**src/hw/rtl/crcfrc_pkg.sv**
```systemverilog
// Shared types, constants and the byte-wide CRC-16 update for the frame checker.
`default_nettype none

package crcfrc_pkg;

	localparam int unsigned BYTE_W     = 8;
	localparam int unsigned CRC_W      = 16;
	localparam int unsigned LEN_W      = 16;
	localparam int unsigned POS_W      = 17;
	localparam int unsigned MINB_W     = 17;
	localparam int unsigned CFG_IDX_W  = 2;
	localparam int unsigned CFG_DATA_W = 17;

	localparam logic [CRC_W-1:0]  CRC_INIT       = 16'hFFFF;
	localparam logic [CRC_W-1:0]  CRC_POLY_RST   = 16'h1021;
	localparam logic [MINB_W-1:0] MIN_BYTES_RST  = 17'd6;
	localparam logic [POS_W-1:0]  FRAME_OVERHEAD = 17'd6;

	typedef enum logic [CFG_IDX_W-1:0] {
		REG_POLY = 2'd0,
		REG_PFX1 = 2'd1,
		REG_PFX2 = 2'd2,
		REG_MINB = 2'd3
	} reg_idx_t;

	typedef enum logic [2:0] {
		ST_PENDING = 3'd0,
		ST_OK      = 3'd1,
		ST_SHORT   = 3'd2,
		ST_PREFIX  = 3'd3,
		ST_CRC     = 3'd4
	} status_t;

	typedef struct packed {
		logic [CRC_W-1:0]  poly;
		logic [BYTE_W-1:0] pfx1;
		logic [BYTE_W-1:0] pfx2;
		logic [MINB_W-1:0] minb;
	} cfg_t;

	typedef struct packed {
		logic [BYTE_W-1:0] payload_byte;
		logic              payload_valid;
		logic              frame_done;
		status_t           frame_status;
	} result_t;

	// MSB-first CRC-16, one byte, no final xor
	function automatic logic [CRC_W-1:0] crc_feed(
		input logic [CRC_W-1:0]  crc,
		input logic [BYTE_W-1:0] b,
		input logic [CRC_W-1:0]  poly
	);
		logic [CRC_W-1:0] c;
		c = crc ^ {b, 8'h00};
		for (int k = 0; k < BYTE_W; k++) begin
			if (c[CRC_W-1])
				c = {c[CRC_W-2:0], 1'b0} ^ poly;
			else
				c = {c[CRC_W-2:0], 1'b0};
		end
		return c;
	endfunction

endpackage

`default_nettype wire

```
**src/hw/rtl/crcfrc_parser.sv**
```systemverilog
// Frame parser: position tracking, length capture, CRC accumulation and status decision.
`default_nettype none

module crcfrc_parser (
	input  wire logic                           clk,
	input  wire logic                           arst_n,
	input  wire crcfrc_pkg::cfg_t               cfg,
	input  wire logic                           step,
	input  wire logic [crcfrc_pkg::BYTE_W-1:0]  rx_byte,
	input  wire logic                           abort,
	output crcfrc_pkg::result_t                 res
);

	localparam logic [crcfrc_pkg::POS_W-1:0] POS_PFX1  = 17'd0;
	localparam logic [crcfrc_pkg::POS_W-1:0] POS_PFX2  = 17'd1;
	localparam logic [crcfrc_pkg::POS_W-1:0] POS_LENHI = 17'd2;
	localparam logic [crcfrc_pkg::POS_W-1:0] POS_LENLO = 17'd3;
	localparam logic [crcfrc_pkg::POS_W-1:0] POS_DATA  = 17'd4;

	logic [crcfrc_pkg::POS_W-1:0]  pos_q, pos_d;
	logic [crcfrc_pkg::LEN_W-1:0]  len_q, len_d;
	logic [crcfrc_pkg::CRC_W-1:0]  crc_q, crc_d;
	logic                          match_q, match_d;
	logic [crcfrc_pkg::BYTE_W-1:0] crc_lo_q, crc_lo_d;

	logic [crcfrc_pkg::POS_W-1:0]  crc_pos;
	logic [crcfrc_pkg::POS_W-1:0]  total;
	logic [crcfrc_pkg::CRC_W-1:0]  crc_upd;
	logic [crcfrc_pkg::CRC_W-1:0]  got;

	assign crc_pos = {1'b0, len_q} + POS_DATA;
	assign total   = {1'b0, len_q} + crcfrc_pkg::FRAME_OVERHEAD;
	assign crc_upd = crcfrc_pkg::crc_feed(crc_q, rx_byte, cfg.poly);
	assign got     = {rx_byte, crc_lo_q};

	always_comb begin
		pos_d    = pos_q;
		len_d    = len_q;
		crc_d    = crc_q;
		match_d  = match_q;
		crc_lo_d = crc_lo_q;
		res      = '0;
		res.frame_status = crcfrc_pkg::ST_PENDING;
		priority if (abort) begin
			pos_d    = '0;
			len_d    = '0;
			crc_d    = crcfrc_pkg::CRC_INIT;
			match_d  = 1'b1;
			crc_lo_d = '0;
		end else if (pos_q == POS_PFX1) begin
			match_d = (rx_byte == cfg.pfx1);
			pos_d   = POS_PFX2;
		end else if (pos_q == POS_PFX2) begin
			if (rx_byte != cfg.pfx2)
				match_d = 1'b0;
			pos_d = POS_LENHI;
		end else if (pos_q == POS_LENHI) begin
			len_d = {rx_byte, 8'h00};
			crc_d = crc_upd;
			pos_d = POS_LENLO;
		end else if (pos_q == POS_LENLO) begin
			len_d = {len_q[15:8], rx_byte};
			crc_d = crc_upd;
			pos_d = POS_DATA;
		end else if (pos_q < crc_pos) begin
			res.payload_byte  = rx_byte;
			res.payload_valid = 1'b1;
			crc_d = crc_upd;
			pos_d = pos_q + 17'd1;
		end else if (pos_q == crc_pos) begin
			crc_lo_d = rx_byte;
			pos_d    = pos_q + 17'd1;
		end else begin
			res.frame_done = 1'b1;
			priority if (total < cfg.minb)
				res.frame_status = crcfrc_pkg::ST_SHORT;
			else if (!match_q)
				res.frame_status = crcfrc_pkg::ST_PREFIX;
			else if (got != crc_q)
				res.frame_status = crcfrc_pkg::ST_CRC;
			else
				res.frame_status = crcfrc_pkg::ST_OK;
			pos_d    = '0;
			len_d    = '0;
			crc_d    = crcfrc_pkg::CRC_INIT;
			match_d  = 1'b1;
			crc_lo_d = '0;
		end
	end

	always_ff @(posedge clk or negedge arst_n) begin
		if (!arst_n) begin
			pos_q    <= '0;
			len_q    <= '0;
			crc_q    <= crcfrc_pkg::CRC_INIT;
			match_q  <= 1'b1;
			crc_lo_q <= '0;
		end else if (step) begin
			pos_q    <= pos_d;
			len_q    <= len_d;
			crc_q    <= crc_d;
			match_q  <= match_d;
			crc_lo_q <= crc_lo_d;
		end
	end

endmodule

`default_nettype wire

```
**config.mk**
```make
export PLATFORM = sky130hd
export DESIGN_NAME = crcfrc_parser
export DESIGN_NICKNAME = d
export VERILOG_FILES = /design/src/hw/rtl/crcfrc_pkg.sv /design/src/hw/rtl/crcfrc_parser.sv
export SDC_FILE = /design/constraint.sdc
export NUM_CORES = 1
export LEC_CHECK = 0
export ABC_AREA = 0
export BUFFER_PORTS_ARGS = -buffer_cell sky130_fd_sc_hd__buf_2
export CAP_MARGIN = 10
export CORE_MARGIN = 2
export CORE_UTILIZATION = 40
export DETAILED_ROUTE_END_ITERATION = 7
export PLACE_DENSITY = 0.56
export SYNTH_ARGS = -nofsm -noshare
export SYNTH_HDL_FRONTEND = slang
export SYNTH_SLANG_ARGS = --single-unit
```
**constraint.sdc**
```tcl
create_clock -name clk -period 11.9 [get_ports clk]
set_input_delay 2.38 -clock clk [delete_from_list [all_inputs] [get_ports clk]]
set_output_delay 2.38 -clock clk [all_outputs]
set_load 0.02 [all_outputs]
```
Word level (Yosys, flattened, before mapping). Cells that the tools add are included.

Flip-flop bits (word level): 58. Output and inout bits: 13. Input bits: 61. Logic and storage cells: 104.

Mux-type cells: 55. Equal/unequal tests: 23. Order comparisons: 2. Reduce and logical (&&, ||, !) cells: 6. Bitwise operators: 9. $add $sub $neg: 3.

Operator list (count): 16-bit two-way mux (22); 16-bit XOR (9); 17-bit two-way mux (7); 13-bit two-way mux (5); 8-bit two-way mux (7); 16-bit by 3-bit adder with 17-bit output, second input constant (2); 17-bit by 2-bit == test with 1-bit output, second input constant (2); 17-bit less-than comparator (2); 4-bit != test, second input constant (6); 6-bit AND reduction (3); 17-bit by 1-bit adder with 17-bit output, second input constant (1); 17-bit by 1-bit == test with 1-bit output, second input constant (1); 17-bit == test (1); 17-bit zero test (1); 16-bit != test (1); 2-bit != test, second input constant (5); 3-bit two-way mux (3); 9-bit two-way mux (1); 3-bit != test, second input constant (3); 8-bit == test (1); 1-bit two-way mux (8); 4-bit two-way mux (2); 8-bit != test (1); 5-bit != test, second input constant (1); 3 further kinds (3).

Longest topological paths before layout.
Word-level depth: 23. Gate-level depth with buffers: 18. Gate-level depth less buffers: 15.

Worst setup path after synthesis. No wires, ideal clock.

Path type: input -> output. From: in cfg[1] (netlist name). To: out res[1] (netlist name). Stages: 13. Path buffers: 0. Arrival: 4.446 ns. Slack: 5.074 ns. Path through: inv_1 > ha_1 > a21o_1 > a21o_1 > a21o_1 > a21o_1 > a21o_1 > a21o_1 > a21o_1 > a21oi_1 > o21ai_0 > a21oi_1 > o21a_1.

RTL lines: from (decl) (RTL line crcfrc_parser.sv:7) `input wire crcfrc_pkg::cfg_t cfg,`; to (decl) (RTL line crcfrc_parser.sv:11) `output crcfrc_pkg::result_t res`.

==> flow_summary_export.csv <==
group,metric,value,unit
timing,tightest_slew,1120,ps
cells_and_area,final_cells,1155,
synthesis,ys_types,68,
synthesis,ys_seq_area_share,21.1,%
placement,gp_congestion,0.821,
timing,hold_slack,493,ps
worst_setup_path,cp_max_fo,3,
synthesis,synthTopCellsByCount,"nand2_1 (167), xnor2_1 (100), nor2_1 (55)",
synthesis,synth_area_leader_cell,"dfrtp_1",
die,core,0.0172,mm2
pwr,p_leak,3.56,nW
grt,grt_max_degree,59,
detailed_routing,wire_per_inst,17.1,um
cts,cts-root-buf,"clkbuf_16",
synthesis,yosysWarnings,0,
grt,grt_pass1_wl,32400,um
detailed_routing,via_per_inst,5.52,
worst_setup_path,slowest_stage,"ha_1",
detailed_routing,route.detailed.drc,0,
grt,antenna_found_initial,0,
die,initial_core_util,40.7,%
timing,fmax,0.140,GHz
detailed_routing,drt_iter0_drc,371,
synthesis,synth_area_per_cell,7.80,um2
grt,grt_pass1_vias,6062,
timing,finalCritPeriodShare,60.1,%
cells_and_area,syn2layout_area_growth,10.9,%
timing,min_period,7150,ps
timing,rsz0062_at_grt,"false",
worst_setup_path,cp-start-kind,"primary input",
detailed_routing,ant_nets,0,
timing,setup-tns-final,0,ps
worst_setup_path,worst-path-buf-inv,3,
cells_and_area,diodes,0,
detailed_routing,routed_wl,19800,um
cts,clk_latency,330,ps
synthesis,synth_simple_gate_area_share,25.8,%
timing,setup_viol,0,
synthesis,synth_edf_count,0,
synthesis,synth_most_common_cell,"nand2_1",
cells_and_area,nets,1026,
grt,grtUsageTotal,22.1,%
worst_setup_path,crit_chain,"buf_2 -> inv_1 -> ha_1 -> a21o_1 -> a21o_1 -> a21o_1 -> a21o_1 -> a21o_1 -> a21o_1 -> a21o_1 -> a21oi_1 -> o21ai_0 -> a21oi_1 -> o21a_1 -> buf_2",
worst_setup_path,critical_path_class,"in2out",
worst_setup_path,worst_ep_arrival_time,4770,ps
synthesis,synth_flop_cell,"dfrtp_1",
synthesis,syn_inst,896,
synthesis,synth_fp_nets,997,
timing,drv_slew,0,
worst_setup_path,crit_top_cell,"a21o_1",
synthesis,synth-seq-cells,58,
pwr,vdd_ir_drop_max,0.295,mV
die,boundaryPins,74,
cts,cts_sinks,58,
placement,dp.cells,1139,
worst_hold_path,holdCritPathClass,"reg2reg",
cts,numCtsBuffers,9,
cts,cts_tree,"done",
die,rows,48,
synthesis,synth_compound_area_share,15.6,%
status,status,"finished, final reports clean",
cts,htreeDepth,3,
cts,postCtsSetupBuffers,0,
synthesis,synth_mux_area_share,1.70,%
cts,cts_hold_buf,0,
die,die_area,0.0185,mm2
flow_run,maxCapViolations,0,
timing,skew,9.40,ps
die,die_y,136,um
worst_setup_path,cp_data_required_time,9520,ps
detailed_routing,drtPass1Iterations,5,
synthesis,synth_top_family_by_area,"simple AND/OR/NAND/NOR gates",
cells_and_area,layout-drive-gt1-share,15.1,%
timing,hold_viol,0,
worst_setup_path,cp-end-kind,"output port",
placement,port_buffers,73,
worst_setup_path,cpPeakStageDelay,280,ps
worst_setup_path,r2r_setup_slack,7140,ps
synthesis,synth.area.top_cells,"dfrtp_1 (15%), xnor2_1 (13%), nand2_1 (9.0%)",
cts,cts.path.max_buffers,2,
placement,dp_hpwl,15200,um
pwr,p_per_area,309,mW/mm2
synthesis,synth_area,0.00699,mm2
timing,max-slew-margin-rel,25.2,%
detailed_routing,dr_total_vias,6376,
cts,cts_resized,0,
synthesis,synthXorXnorAreaFrac,23.2,%
die,die_w,136,um
grt,overflow,0,
synthesis,synthAdderAreaFrac,7.16,%
worst_setup_path,path_delay_family,"compound AO/OA/AOI/OAI gates",
synthesis,synthArstFlopShare,100,%
cts,clk_pin_slew,50,ps
cells_and_area,utilization,45.1,%
synthesis,yosysTopAreaCellShare,14.7,%
[per-stage QoR]
step	total power [mW]	cell area [um2]	setup WS (ps)
5_1_grt	2.56	7750	4530
6_report	2.39	7750	4750
2_1_floorplan	1.80	6990	5070
4_1_cts	2.39	7750	4730
3_3_place_gp	2.09	7420	4740
3_5_place_dp	2.10	7420	4750
[cells in the final DEF, fill, tap and decap left out, drive strengths merged, types with 5 or more instances in the layout]
cell    synthesis  final
nand3          25     25
and2           14     14
xor2           34     34
o31ai          20     20
or2             8      8
inv            29     30
clkbuf         41      9
a31oi          19     19
nor2           55     55
nor3           14     14
o21ai          44     44
mux2            7      7
dfstp          17     17
nand2         167    167
or3             8      8
ha             40     40
a211oi          5      5
buf            20     79
a21o           17     17
dfrtp          41     41
xnor3          14     14
xnor2         103    103
nor4           10     10
nand4          39     39
and3           21     21
a21oi          20     20
[state kept, by name, indices dropped and copies added (netlist names)]
name and cells:
crc_q 16, len_q 16, match_q 1, pos_q 17, crc_lo_q 8
[layer usage]
metal | global-route usage [%] | share of wire [%] | vias up
li1 | - | - | 3199
met1 | 29.4 | 46 | 3009
met2 | 38.1 | 48 | 143
met3 | 2.61 | 3.6 | 25
met4 | 5.67 | 2.0 | 0
met5 | 0 | 0 | -
[worst register-to-register path: cells and delay by family (launching register included)]
family,cells,cell delay [ps]
xor gates and xnor gates,4,1690
AOI/OAI and AO/OA,4,1040
and+or+nand+nor,2,630
DFF,1,580
muxes,2,530
buffers and inverters,1,230
[power by group]
| part | internal [mW] | switching, mW | leakage [nW] |
|---|---|---|---|
| logic | 0.923 | 0.905 | 2.66 |
| clock network | 0.184 | 0.0997 | 0.152 |
| registers | 0.243 | 0.0361 | 0.749 |
| total | 1.35 | 1.04 | 3.56 |
[area by class of cell]
class / instances / area [um2]
inverters: 31 / 116
clock inverters: 7 / 101
well taps: 225 / 282
repair buffers: 79 / 410
flip-flops and latches: 58 / 1470
multi-input cells: 746 / 5140
clock buffers: 9 / 225
fillers: 1808 / 9430
[worst paths after layout]
check / cells past startpoint / to / from
max reg2reg: 13 / crc_q[13] / crc_q[15]
min in group asynchronous: 2 / len_q[5] / arst_n
min reg2reg: 2 / crc_lo_q[2] / crc_lo_q[2]
max in group asynchronous: 2 / pos_q[13] / arst_n
min: 2 / crc_lo_q[2] / crc_lo_q[2]
max: 15 / res[1] / cfg[1]
[cell families (layout without fill, tap and decap cells)]
| family | count (synthesis) | in the layout |
|---|---|---|
| AOI/OAI and AO/OA | 163 | 163 |
| xor gates and xnor gates | 154 | 154 |
| adders and majority gates | 40 | 40 |
| buffers and inverters | 92 | 126 |
| DFF | 58 | 58 |
| muxes | 11 | 11 |
| and+or+nand+nor | 378 | 378 |
Power figures use the tool's default switching activity.
